$ cat src/sv/bop_pkg.sv
`default_nettype none

package bop_pkg;

    localparam int COORD_BITS = 12;
    localparam int EDGE_BITS  = COORD_BITS + 1;
    localparam int AREA_BITS  = 2 * COORD_BITS;
    localparam int PCT_BITS   = 7;
    localparam int NUM_BITS   = AREA_BITS + PCT_BITS;
    localparam int QUOT_STEPS = PCT_BITS;

    typedef logic [COORD_BITS-1:0] coord_t;
    typedef logic [EDGE_BITS-1:0]  edge_t;
    typedef logic [AREA_BITS-1:0]  area_t;
    typedef logic [NUM_BITS-1:0]   num_t;
    typedef logic [PCT_BITS-1:0]   pct_t;

    localparam pct_t FULL_SCORE = PCT_BITS'(100);
    localparam pct_t ZERO_SCORE = '0;

    typedef struct packed {
        coord_t ax;
        coord_t ay;
        coord_t aw;
        coord_t ah;
        coord_t bx;
        coord_t by;
        coord_t bw;
        coord_t bh;
    } box_pair_t;

    typedef struct packed {
        logic disjoint;
        logic nested;
    } geo_flags_t;

    typedef struct packed {
        geo_flags_t flags;
        coord_t     aw;
        coord_t     ah;
        coord_t     bw;
        coord_t     bh;
        coord_t     dx;
        coord_t     dy;
    } geo_t;

    typedef struct packed {
        logic  fixed;
        pct_t  fixed_val;
        num_t  rem;
        area_t big;
        pct_t  quo;
    } div_t;

endpackage

`default_nettype wire

$ cat src/sv/box_overlap_percent.sv
`default_nettype none

// Overlap score of two axis-aligned boxes (corner, width, height each) as a whole
// percentage 0..100: 0 for disjoint boxes, 100 when one box holds the other (unless
// ignore_inclusion is set), else 100 * intersection area / larger box area, truncated.
// One word enters per cycle while box_stall is low, and one result word leaves per word
// taken; each word passes twelve register stages: two geometry stages, two area stages,
// seven quotient stages of the pipelined divider (one bit each) and the output register
// that drives result_valid. Stalls propagate back combinationally through the load
// enables of every stage, so bubbles are squeezed out before box_stall rises.
// cfg_ready is always high; write ignore_inclusion only while the pipeline is empty.
module box_overlap_percent (
    input  wire logic                            clk,
    input  wire logic                            rst_n,
    input  wire logic                            cfg_valid,
    output logic                                 cfg_ready,
    input  wire logic                            ignore_inclusion,
    input  wire logic                            box_valid,
    output logic                                 box_stall,
    input  wire logic [bop_pkg::COORD_BITS-1:0]  box_a_x,
    input  wire logic [bop_pkg::COORD_BITS-1:0]  box_a_y,
    input  wire logic [bop_pkg::COORD_BITS-1:0]  box_a_w,
    input  wire logic [bop_pkg::COORD_BITS-1:0]  box_a_h,
    input  wire logic [bop_pkg::COORD_BITS-1:0]  box_b_x,
    input  wire logic [bop_pkg::COORD_BITS-1:0]  box_b_y,
    input  wire logic [bop_pkg::COORD_BITS-1:0]  box_b_w,
    input  wire logic [bop_pkg::COORD_BITS-1:0]  box_b_h,
    output logic                                 result_valid,
    input  wire logic                            result_stall,
    output logic [bop_pkg::PCT_BITS-1:0]         overlap_percent
);
    import bop_pkg::*;

    logic      ignore_inclusion_reg;
    box_pair_t box_in;
    logic      geo_load;
    logic      geo_valid;
    geo_t      geo_data;
    logic      area_load;
    logic      area_valid;
    div_t      area_data;
    logic      div_load;
    logic      div_valid;
    pct_t      div_pct;
    logic      out_load;
    logic      result_valid_reg;
    pct_t      overlap_percent_reg;

    assign cfg_ready = 1'b1;

    always_ff @(posedge clk or negedge rst_n)
    begin
        if (!rst_n)
        begin
            ignore_inclusion_reg <= 1'b0;
        end
        else if (cfg_valid && cfg_ready)
        begin
            ignore_inclusion_reg <= ignore_inclusion;
        end
    end

    assign box_in.ax = box_a_x;
    assign box_in.ay = box_a_y;
    assign box_in.aw = box_a_w;
    assign box_in.ah = box_a_h;
    assign box_in.bx = box_b_x;
    assign box_in.by = box_b_y;
    assign box_in.bw = box_b_w;
    assign box_in.bh = box_b_h;

    bop_geometry u_geometry (
        .clk              (clk),
        .rst_n            (rst_n),
        .ignore_inclusion (ignore_inclusion_reg),
        .up_valid         (box_valid),
        .up_load          (geo_load),
        .up_data          (box_in),
        .dn_valid         (geo_valid),
        .dn_load          (area_load),
        .dn_data          (geo_data)
    );

    bop_area u_area (
        .clk      (clk),
        .rst_n    (rst_n),
        .up_valid (geo_valid),
        .up_load  (area_load),
        .up_data  (geo_data),
        .dn_valid (area_valid),
        .dn_load  (div_load),
        .dn_data  (area_data)
    );

    bop_divide u_divide (
        .clk      (clk),
        .rst_n    (rst_n),
        .up_valid (area_valid),
        .up_load  (div_load),
        .up_data  (area_data),
        .dn_valid (div_valid),
        .dn_load  (out_load),
        .dn_pct   (div_pct)
    );

    assign box_stall = !geo_load;
    assign out_load  = !result_valid_reg || !result_stall;

    always_ff @(posedge clk or negedge rst_n)
    begin
        if (!rst_n)
        begin
            result_valid_reg <= 1'b0;
        end
        else if (out_load)
        begin
            result_valid_reg <= div_valid;
        end
    end

    always_ff @(posedge clk)
    begin
        if (out_load && div_valid)
        begin
            overlap_percent_reg <= div_pct;
        end
    end

    assign result_valid    = result_valid_reg;
    assign overlap_percent = overlap_percent_reg;

endmodule

`default_nettype wire

$ cat src/sv/bop_geometry.sv
`default_nettype none

module bop_geometry (
    input  wire logic                clk,
    input  wire logic                rst_n,
    input  wire logic                ignore_inclusion,
    input  wire logic                up_valid,
    output logic                     up_load,
    input  wire bop_pkg::box_pair_t  up_data,
    output logic                     dn_valid,
    input  wire logic                dn_load,
    output bop_pkg::geo_t            dn_data
);
    import bop_pkg::*;

    typedef struct packed {
        edge_t  lo_x;
        edge_t  lo_y;
        edge_t  hi_x;
        edge_t  hi_y;
        edge_t  ov_x0;
        edge_t  ov_y0;
        edge_t  ov_x1;
        edge_t  ov_y1;
        coord_t aw;
        coord_t ah;
        coord_t bw;
        coord_t bh;
    } span_t;

    logic  s1_valid_reg;
    span_t s1_reg;
    span_t s1_next;
    logic  s1_load;
    logic  s2_valid_reg;
    geo_t  s2_reg;
    geo_t  s2_next;
    logic  s2_load;

    edge_t ax1;
    edge_t ay1;
    edge_t bx1;
    edge_t by1;
    edge_t ext_x;
    edge_t ext_y;
    edge_t span_x;
    edge_t span_y;
    logic  a_cover;
    logic  b_cover;

    assign s2_load = !s2_valid_reg || dn_load;
    assign s1_load = !s1_valid_reg || s2_load;
    assign up_load = s1_load;

    always_comb
    begin
        ax1 = EDGE_BITS'(up_data.ax) + EDGE_BITS'(up_data.aw);
        ay1 = EDGE_BITS'(up_data.ay) + EDGE_BITS'(up_data.ah);
        bx1 = EDGE_BITS'(up_data.bx) + EDGE_BITS'(up_data.bw);
        by1 = EDGE_BITS'(up_data.by) + EDGE_BITS'(up_data.bh);
        if (up_data.ax <= up_data.bx)
        begin
            s1_next.lo_x  = EDGE_BITS'(up_data.ax);
            s1_next.ov_x0 = EDGE_BITS'(up_data.bx);
        end
        else
        begin
            s1_next.lo_x  = EDGE_BITS'(up_data.bx);
            s1_next.ov_x0 = EDGE_BITS'(up_data.ax);
        end
        if (up_data.ay <= up_data.by)
        begin
            s1_next.lo_y  = EDGE_BITS'(up_data.ay);
            s1_next.ov_y0 = EDGE_BITS'(up_data.by);
        end
        else
        begin
            s1_next.lo_y  = EDGE_BITS'(up_data.by);
            s1_next.ov_y0 = EDGE_BITS'(up_data.ay);
        end
        if (ax1 >= bx1)
        begin
            s1_next.hi_x  = ax1;
            s1_next.ov_x1 = bx1;
        end
        else
        begin
            s1_next.hi_x  = bx1;
            s1_next.ov_x1 = ax1;
        end
        if (ay1 >= by1)
        begin
            s1_next.hi_y  = ay1;
            s1_next.ov_y1 = by1;
        end
        else
        begin
            s1_next.hi_y  = by1;
            s1_next.ov_y1 = ay1;
        end
        s1_next.aw = up_data.aw;
        s1_next.ah = up_data.ah;
        s1_next.bw = up_data.bw;
        s1_next.bh = up_data.bh;
    end

    always_comb
    begin
        ext_x   = s1_reg.hi_x - s1_reg.lo_x;
        ext_y   = s1_reg.hi_y - s1_reg.lo_y;
        span_x  = s1_reg.ov_x1 - s1_reg.ov_x0;
        span_y  = s1_reg.ov_y1 - s1_reg.ov_y0;
        a_cover = (ext_x == EDGE_BITS'(s1_reg.aw)) && (ext_y == EDGE_BITS'(s1_reg.ah));
        b_cover = (ext_x == EDGE_BITS'(s1_reg.bw)) && (ext_y == EDGE_BITS'(s1_reg.bh));
        s2_next.flags.disjoint = (s1_reg.ov_x1 < s1_reg.ov_x0)
                              || (s1_reg.ov_y1 < s1_reg.ov_y0);
        s2_next.flags.nested   = !ignore_inclusion && (a_cover || b_cover);
        s2_next.aw = s1_reg.aw;
        s2_next.ah = s1_reg.ah;
        s2_next.bw = s1_reg.bw;
        s2_next.bh = s1_reg.bh;
        s2_next.dx = span_x[COORD_BITS-1:0];
        s2_next.dy = span_y[COORD_BITS-1:0];
    end

    always_ff @(posedge clk or negedge rst_n)
    begin
        if (!rst_n)
        begin
            s1_valid_reg <= 1'b0;
            s2_valid_reg <= 1'b0;
        end
        else
        begin
            if (s1_load)
            begin
                s1_valid_reg <= up_valid;
            end
            if (s2_load)
            begin
                s2_valid_reg <= s1_valid_reg;
            end
        end
    end

    always_ff @(posedge clk)
    begin
        if (s1_load && up_valid)
        begin
            s1_reg <= s1_next;
        end
        if (s2_load && s1_valid_reg)
        begin
            s2_reg <= s2_next;
        end
    end

    assign dn_valid = s2_valid_reg;
    assign dn_data  = s2_reg;

endmodule

`default_nettype wire

$ cat src/sv/bop_area.sv
`default_nettype none

module bop_area (
    input  wire logic           clk,
    input  wire logic           rst_n,
    input  wire logic           up_valid,
    output logic                up_load,
    input  wire bop_pkg::geo_t  up_data,
    output logic                dn_valid,
    input  wire logic           dn_load,
    output bop_pkg::div_t       dn_data
);
    import bop_pkg::*;

    typedef struct packed {
        geo_flags_t flags;
        area_t      area_a;
        area_t      area_b;
        area_t      inter;
    } prod_t;

    logic  s1_valid_reg;
    prod_t s1_reg;
    prod_t s1_next;
    logic  s1_load;
    logic  s2_valid_reg;
    div_t  s2_reg;
    div_t  s2_next;
    logic  s2_load;
    area_t big;

    assign s2_load = !s2_valid_reg || dn_load;
    assign s1_load = !s1_valid_reg || s2_load;
    assign up_load = s1_load;

    always_comb
    begin
        s1_next.flags  = up_data.flags;
        s1_next.area_a = AREA_BITS'(up_data.aw) * AREA_BITS'(up_data.ah);
        s1_next.area_b = AREA_BITS'(up_data.bw) * AREA_BITS'(up_data.bh);
        s1_next.inter  = AREA_BITS'(up_data.dx) * AREA_BITS'(up_data.dy);
    end

    always_comb
    begin
        big = (s1_reg.area_b > s1_reg.area_a) ? s1_reg.area_b : s1_reg.area_a;
        s2_next.big = big;
        s2_next.rem = NUM_BITS'(s1_reg.inter) * NUM_BITS'(FULL_SCORE);
        s2_next.quo = '0;
        if (s1_reg.flags.disjoint)
        begin
            s2_next.fixed     = 1'b1;
            s2_next.fixed_val = ZERO_SCORE;
        end
        else if (s1_reg.flags.nested)
        begin
            s2_next.fixed     = 1'b1;
            s2_next.fixed_val = FULL_SCORE;
        end
        else if (big == '0)
        begin
            s2_next.fixed     = 1'b1;
            s2_next.fixed_val = ZERO_SCORE;
        end
        else
        begin
            s2_next.fixed     = 1'b0;
            s2_next.fixed_val = ZERO_SCORE;
        end
    end

    always_ff @(posedge clk or negedge rst_n)
    begin
        if (!rst_n)
        begin
            s1_valid_reg <= 1'b0;
            s2_valid_reg <= 1'b0;
        end
        else
        begin
            if (s1_load)
            begin
                s1_valid_reg <= up_valid;
            end
            if (s2_load)
            begin
                s2_valid_reg <= s1_valid_reg;
            end
        end
    end

    always_ff @(posedge clk)
    begin
        if (s1_load && up_valid)
        begin
            s1_reg <= s1_next;
        end
        if (s2_load && s1_valid_reg)
        begin
            s2_reg <= s2_next;
        end
    end

    assign dn_valid = s2_valid_reg;
    assign dn_data  = s2_reg;

endmodule

`default_nettype wire

$ cat src/sv/bop_divide.sv
`default_nettype none

module bop_divide (
    input  wire logic           clk,
    input  wire logic           rst_n,
    input  wire logic           up_valid,
    output logic                up_load,
    input  wire bop_pkg::div_t  up_data,
    output logic                dn_valid,
    input  wire logic           dn_load,
    output bop_pkg::pct_t       dn_pct
);
    import bop_pkg::*;

    logic [QUOT_STEPS-1:0] valid_reg;
    logic [QUOT_STEPS-1:0] load;
    div_t                  stage_reg [QUOT_STEPS];

    genvar i;
    generate
        for (i = 0; i < QUOT_STEPS; i++)
        begin : g_step
            localparam int QBIT = QUOT_STEPS - 1 - i;

            div_t stage_in;
            div_t stage_next;
            logic in_valid;
            num_t trial;

            if (i == 0)
            begin : g_first
                assign stage_in = up_data;
                assign in_valid = up_valid;
            end
            else
            begin : g_rest
                assign stage_in = stage_reg[i-1];
                assign in_valid = valid_reg[i-1];
            end

            if (i == QUOT_STEPS - 1)
            begin : g_last
                assign load[i] = !valid_reg[i] || dn_load;
            end
            else
            begin : g_mid
                assign load[i] = !valid_reg[i] || load[i+1];
            end

            // restore-free step: subtract the shifted divisor when it fits
            always_comb
            begin
                trial      = NUM_BITS'(stage_in.big) << QBIT;
                stage_next = stage_in;
                if (stage_in.rem >= trial)
                begin
                    stage_next.rem       = stage_in.rem - trial;
                    stage_next.quo[QBIT] = 1'b1;
                end
            end

            always_ff @(posedge clk or negedge rst_n)
            begin
                if (!rst_n)
                begin
                    valid_reg[i] <= 1'b0;
                end
                else if (load[i])
                begin
                    valid_reg[i] <= in_valid;
                end
            end

            always_ff @(posedge clk)
            begin
                if (load[i] && in_valid)
                begin
                    stage_reg[i] <= stage_next;
                end
            end
        end
    endgenerate

    assign up_load  = load[0];
    assign dn_valid = valid_reg[QUOT_STEPS-1];
    assign dn_pct   = stage_reg[QUOT_STEPS-1].fixed ? stage_reg[QUOT_STEPS-1].fixed_val
                                                    : stage_reg[QUOT_STEPS-1].quo;

endmodule

`default_nettype wire

$ cat config.mk
export PLATFORM = sky130hd
export DESIGN_NAME = box_overlap_percent
export DESIGN_NICKNAME = d
export VERILOG_FILES = /design/src/sv/bop_pkg.sv /design/src/sv/box_overlap_percent.sv /design/src/sv/bop_geometry.sv /design/src/sv/bop_area.sv /design/src/sv/bop_divide.sv
export SDC_FILE = /design/constraint.sdc
export NUM_CORES = 2
export LEC_CHECK = 0
export BUFFER_PORTS_ARGS = -buffer_cell sky130_fd_sc_hd__buf_4
export CAP_MARGIN = 10
export CORE_ASPECT_RATIO = 0.5
export CORE_MARGIN = 2
export CORE_UTILIZATION = 60
export DETAILED_ROUTE_END_ITERATION = 10
export PLACE_DENSITY = 0.87
export SYNTH_ARGS = -nofsm -noshare
export SYNTH_HDL_FRONTEND = slang
export SYNTH_HIERARCHICAL = 1
export SYNTH_SLANG_ARGS = --single-unit
$ cat constraint.sdc
create_clock -name clk -period 6.9 [get_ports clk]
set_input_delay 0.345 -clock clk [delete_from_list [all_inputs] [get_ports clk]]
set_output_delay 0.345 -clock clk [all_outputs]
set_load 0.05 [all_outputs]
## After elaboration in Yosys (flattened, before gate mapping)

Memories as Yosys holds them, arrays and structs flattened.
Cells that the tools add are included.

- Bits in registers: 379
- Bits in writable memories: 490
- Bits of input ports: 102
- Output and inout bits: 10
- Word-level logic and storage cells: 168
- Memories: 1

Memory list:

| name | words | width | read ports | clocked after memory_dff | wr ports | line | text |
|---|---|---|---|---|---|---|---|
| u_divide.stage_reg | 7 | 70 | 7 | 0 | 7 | bop_divide.sv:17 | `div_t stage_reg [QUOT_STEPS];` |

- Add/subtract/negate cells: 15
- Multipliers: 4
- Magnitude comparators: 14
- Equality and inequality tests: 4
- Muxes and demuxes: 40
- Reductions and logical operators: 46

Operators by type and width:

| operator | count |
|---|---|
| $mux 31 | 7 |
| $mul 12x12->24 | 3 |
| $add 12x12->13 | 4 |
| $eq 13x12->1 | 4 |
| $mux 13 | 4 |
| $mux 12 | 4 |
| $ge 31x24->1 | 1 |
| $ge 31x25->1 | 1 |
| $ge 31x26->1 | 1 |
| $ge 31x27->1 | 1 |
| $ge 31x28->1 | 1 |
| $ge 31x29->1 | 1 |
| $ge 31x30->1 | 1 |
| $sub 31x24->31 | 1 |
| $sub 31x25->31 | 1 |
| $sub 31x26->31 | 1 |
| $sub 31x27->31 | 1 |
| $sub 31x28->31 | 1 |
| $sub 31x29->31 | 1 |
| $sub 31x30->31 | 1 |
| $mul 24x5->29 const B | 1 |
| $ge 13x13->1 | 2 |
| $lt 13x12->1 | 2 |
| $sub 13x13->13 | 2 |
| 12 further kinds | 76 |

## Logic depth before layout (Yosys ltp)

- Word-level depth: 14
- Depth in mapped cells: 21
- Mapped depth without buffers: 20

## Modules after synthesis

Netlist, hierarchy kept.

Modules (own cells, without submodules):

| module | times used | cells an instance | area each (um^2) | sequential area each (um^2) |
|---|---|---|---|---|
| bop_divide | 1 | 2,118 | 24,263.3 | 13,237.7 |
| bop_area | 1 | 2,289 | 21,483.1 | 3,923.8 |
| bop_geometry | 1 | 1,294 | 14,486.4 | 6,716.4 |
| box_overlap_percent | 1 | 16 | 309.0 | 260.2 |

## Worst setup path before layout

Ideal clock, no wire load.

- Path kind: register -> register
- Start point: register u_geometry.s2_reg, in the netlist u_geometry/dn_data[39]
- End point: register u_area/s1_reg[47] (netlist bit) (data pin)
- Setup time: 0.268 ns
- Arrival time: 5.327 ns
- Required time: 6.632 ns
- Slack: 1.306 ns
- Stages on the path, launching flop included: 21
- Path buffers: 1
- Clock period less this slack: 5.594 ns
- Cells stage by stage: edfxtp_1 -> clkbuf_1 -> and2_1 -> fa_1 -> inv_1 -> fa_1 -> inv_1 -> fa_1 -> fa_1 -> inv_1 -> fa_1 -> inv_1 -> ha_1 -> a21oi_1 -> nand2_1 -> o41ai_2 -> o311a_1 -> a211oi_1 -> a41o_1 -> o41ai_1 -> xnor2_1

RTL lines:

| item | line | text |
|---|---|---|
| start: declaration | bop_geometry.sv:36 | `geo_t s2_reg;` |
| start signal: assignment | bop_geometry.sv:154 | `s2_reg <= s2_next;` |
| end signal: assignment | bop_area.sv:96 | `s1_reg <= s1_next;` |
| end: declaration | bop_area.sv:23 | `prod_t s1_reg;` |

==> flow_summary.toml <==
[synthesis]
synth_top_area_share = 0.3933
synth_edf_count = 793
ys.flop_type = "edfxtp_1"
ys_seq_area_frac = 0.3987
synthesis.area_um2 = 60540
ys_ff_latch = 806
syn-instance-count = 5717
synthArstFlopShare = 0.01613
syn_avg_cell_area_um2 = 10.59
ys.warnings.count = 6
yosys-top-cells-area = "edfxtp_1 39%, ha_1 12%, fa_1 11%, inv_1 5.5%, nand2_1 3.1%"
synthMostInstantiatedCell = "inv_1"
yosysUniqueCellTypes = 110
synthTopCellsByCount = "889 x inv_1, 793 x edfxtp_1, 601 x ha_1"
yosys.area.top_type = "edfxtp_1"

[finish]
finalNonFillerCells = 7282
largest_reg_flops = 435
nets = 6911
drive_above_1_share = 0.06959
syn_to_final_growth_pct = 9.182

[setup_path]
r2r_setup_slack_ns = 0.80
worst-path-max-fanout = 12
critPathCaptureType = "flop"
crit_chain = "and2_1 -> fa_1 -> inv_1 -> fa_1 -> inv_1 -> fa_1 -> fa_1 -> inv_1 -> fa_1 -> inv_1 -> ha_1 -> a21oi_1 -> nand2_1 -> o41ai_2 -> o311a_1 -> a211oi_1 -> a41o_1 -> o41ai_1 -> xnor2_1"
critical_path_class = "reg2reg"
r2r-end = "u_area/s1_reg[47]"
cp.arrival_ns = 6.52
start_kind = "flop"
cp_top_family = "adder cells"
cpPeakStageDelay_ns = 0.59
worstRegToRegCells = 19
crit_slowest_cell = "edfxtp_1"
cp.buffers_inverters = 4
cp_common_cell = "fa_1"
reg2reg_from = "u_geometry/dn_data[39]"
critPathRequiredTime_ns = 7.32

[clock_tree]
post_cts_buffers = 0
clockRootBuffer = "clkbuf_16"
clk_path_buf_depth = 3
cts_sinks = 806
cts-hold-fix-buffers = 104
htreeDepth = 3
cts_resized = 0
clk_latency_ns = 0.70
cts_buffers = 76
path_clk_slew_ns = 0.07
cts_tree = "done"

[worst_hold_path]
worstHoldPathType = "in2reg"
hold_path_startpoint = "box_b_x[10]"
whs_path_depth = 2
min_to = "u_geometry/s1_reg[149]"

[grt]
grt_pass1_wl_um = 227800
grt.overflow.total = 0
grt_start_max_net_pins = 81
grt_pass1_vias = 43220
grt_usage = 0.2744
grt_antenna_before_repair = 5

[run_status]
status = "completed"

[die]
rows = 82
coreArea_um2 = 100000
die_y_um = 228.6
die_x_um = 453.2
io_pins = 112
initial_core_util = 0.6052
die_area_um2 = 103600

[timing]
slew_headroom = 0.2181
finalSetupViolCount = 0
finalClockSkew_ns = 0.03838
rsz0062_at_grt = "no"
max_freq_ghz = 0.1640
fin_tns_setup_ns = 0
hold_viol = 0
layout_min_cycle_time_ns = 6.099
period_share = 0.8840
slew_viol_final = 0
tightest_slew_ns = 1.173

[placed_design]
dp_cells = 7036
gp_congestion = 0.9588
dpl.hpwl_um = 106600
port_buffers = 110

[flow_run]
cap_violations = 0

[detailed_routing]
wire_per_inst_um = 19.32
drt_pre_antenna_iters = 8
wl_um = 140700
antenna_left = 0
drtIter0Drc = 3845
via_per_inst = 5.839
num_vias = 42520
drc = 0
==> cell families after synthesis <==
kind of cell	after synthesis	share of synthesized area
AND/OR/NAND/NOR	1454	0.1180
adder cells (fa/ha/maj)	934	0.2343
flip-flops	806	0.3987
buffers and inverters	1058	0.06766
AO/OA/AOI/OAI	1011	0.1097
XOR/XNOR	305	0.04450
multiplexers	147	0.02697
other	2	0.0001240
==> worst reg2reg max path, cell delays in order, from the launching register on <==
cell and delay (ns):
edfxtp_1 0.59, and2_1 0.25, fa_1 0.53, inv_1 0.05
fa_1 0.47, inv_1 0.05, fa_1 0.50, fa_1 0.54
inv_1 0.05, fa_1 0.52, inv_1 0.04, ha_1 0.36
a21oi_1 0.20, nand2_1 0.10, o41ai_2 0.35, o311a_1 0.29
a211oi_1 0.11, a41o_1 0.28, o41ai_1 0.37, xnor2_1 0.14
==> worst max path at each step <==
| stage | startpoint | to | slack, ns | depth (start not counted) |
|---|---|---|---|---|
| floorplan | u_geometry/dn_data[39] | u_area/s1_reg[47] | 1.31 | 20 |
| global placement | u_geometry/dn_data[39] | u_area/s1_reg[47] | 0.86 | 19 |
| detailed placement | u_geometry/dn_data[39] | u_area/s1_reg[47] | 0.88 | 19 |
| CTS | u_geometry/dn_data[39] | u_area/s1_reg[47] | 0.80 | 19 |
| global route | u_geometry/dn_data[39] | u_area/s1_reg[47] | 0.42 | 19 |
| finish | u_geometry/dn_data[39] | u_area/s1_reg[47] | 0.80 | 19 |
==> layout by cell type (no fill, tap or decap), types with 17 or more instances in the layout <==
master / count
clkbuf_1: 19
xor2_1: 119
o211ai_1: 20
a211oi_1: 34
nor2b_1: 62
nand4_1: 57
a21o_1: 137
a21boi_0: 26
nand2b_1: 62
mux2_2: 91
fa_1: 333
o21ai_0: 151
o31ai_1: 17
ha_1: 601
o21bai_1: 18
and2_1: 179
buf_4: 132
or3_1: 20
a31oi_1: 18
a21oi_1: 283
and3_1: 35
edfxtp_1: 793
nand2_1: 503
mux2i_1: 21
or2_2: 20
mux2_1: 34
o21a_1: 40
nor3_1: 78
o21ai_1: 93
dlygate4sd3_1: 104
inv_1: 889
xnor2_1: 183
nor2_1: 249
nand3_1: 86
clkbuf_16: 76
nor4_1: 37
==> per-layer routing <==
metal | wire (um) | track usage
met5 | 0 | 0
met4 | 6096 | 0.1103
met3 | 8160 | 0.04104
met2 | 66450 | 0.4534
met1 | 59980 | 0.3647
==> per-stage QoR <==
stage | util | cell area (um2) | worst slack (ns) | hold slack, ns
after CTS | 0.6606 | 66080 | 0.7983 | 0.002454
final | 0.6608 | 66100 | 0.8007 | 0.04232
after global placement | 0.6256 | 62580 | 0.8644 | 0.2161
after detailed placement | 0.6256 | 62580 | 0.8774 | 0.2209
after global routing | 0.6608 | 66100 | 0.4162 | 0.007658
after floorplan | - | 60590 | 1.306 | 0.04941
==> cell type report <==
class	instances	area, um2
timing repair buffer	237	2043
multi-input combinational	3865	32430
fill	7313	33930
antenna	3	7.507
sequential	806	24140
clock buffer	98	2014
clock inverter	40	445.4
inverter	889	3337
tap	1344	1682
Power is not shown: default switching activity piles up to over one toggle a cycle in this logic, so the estimate is an artifact.
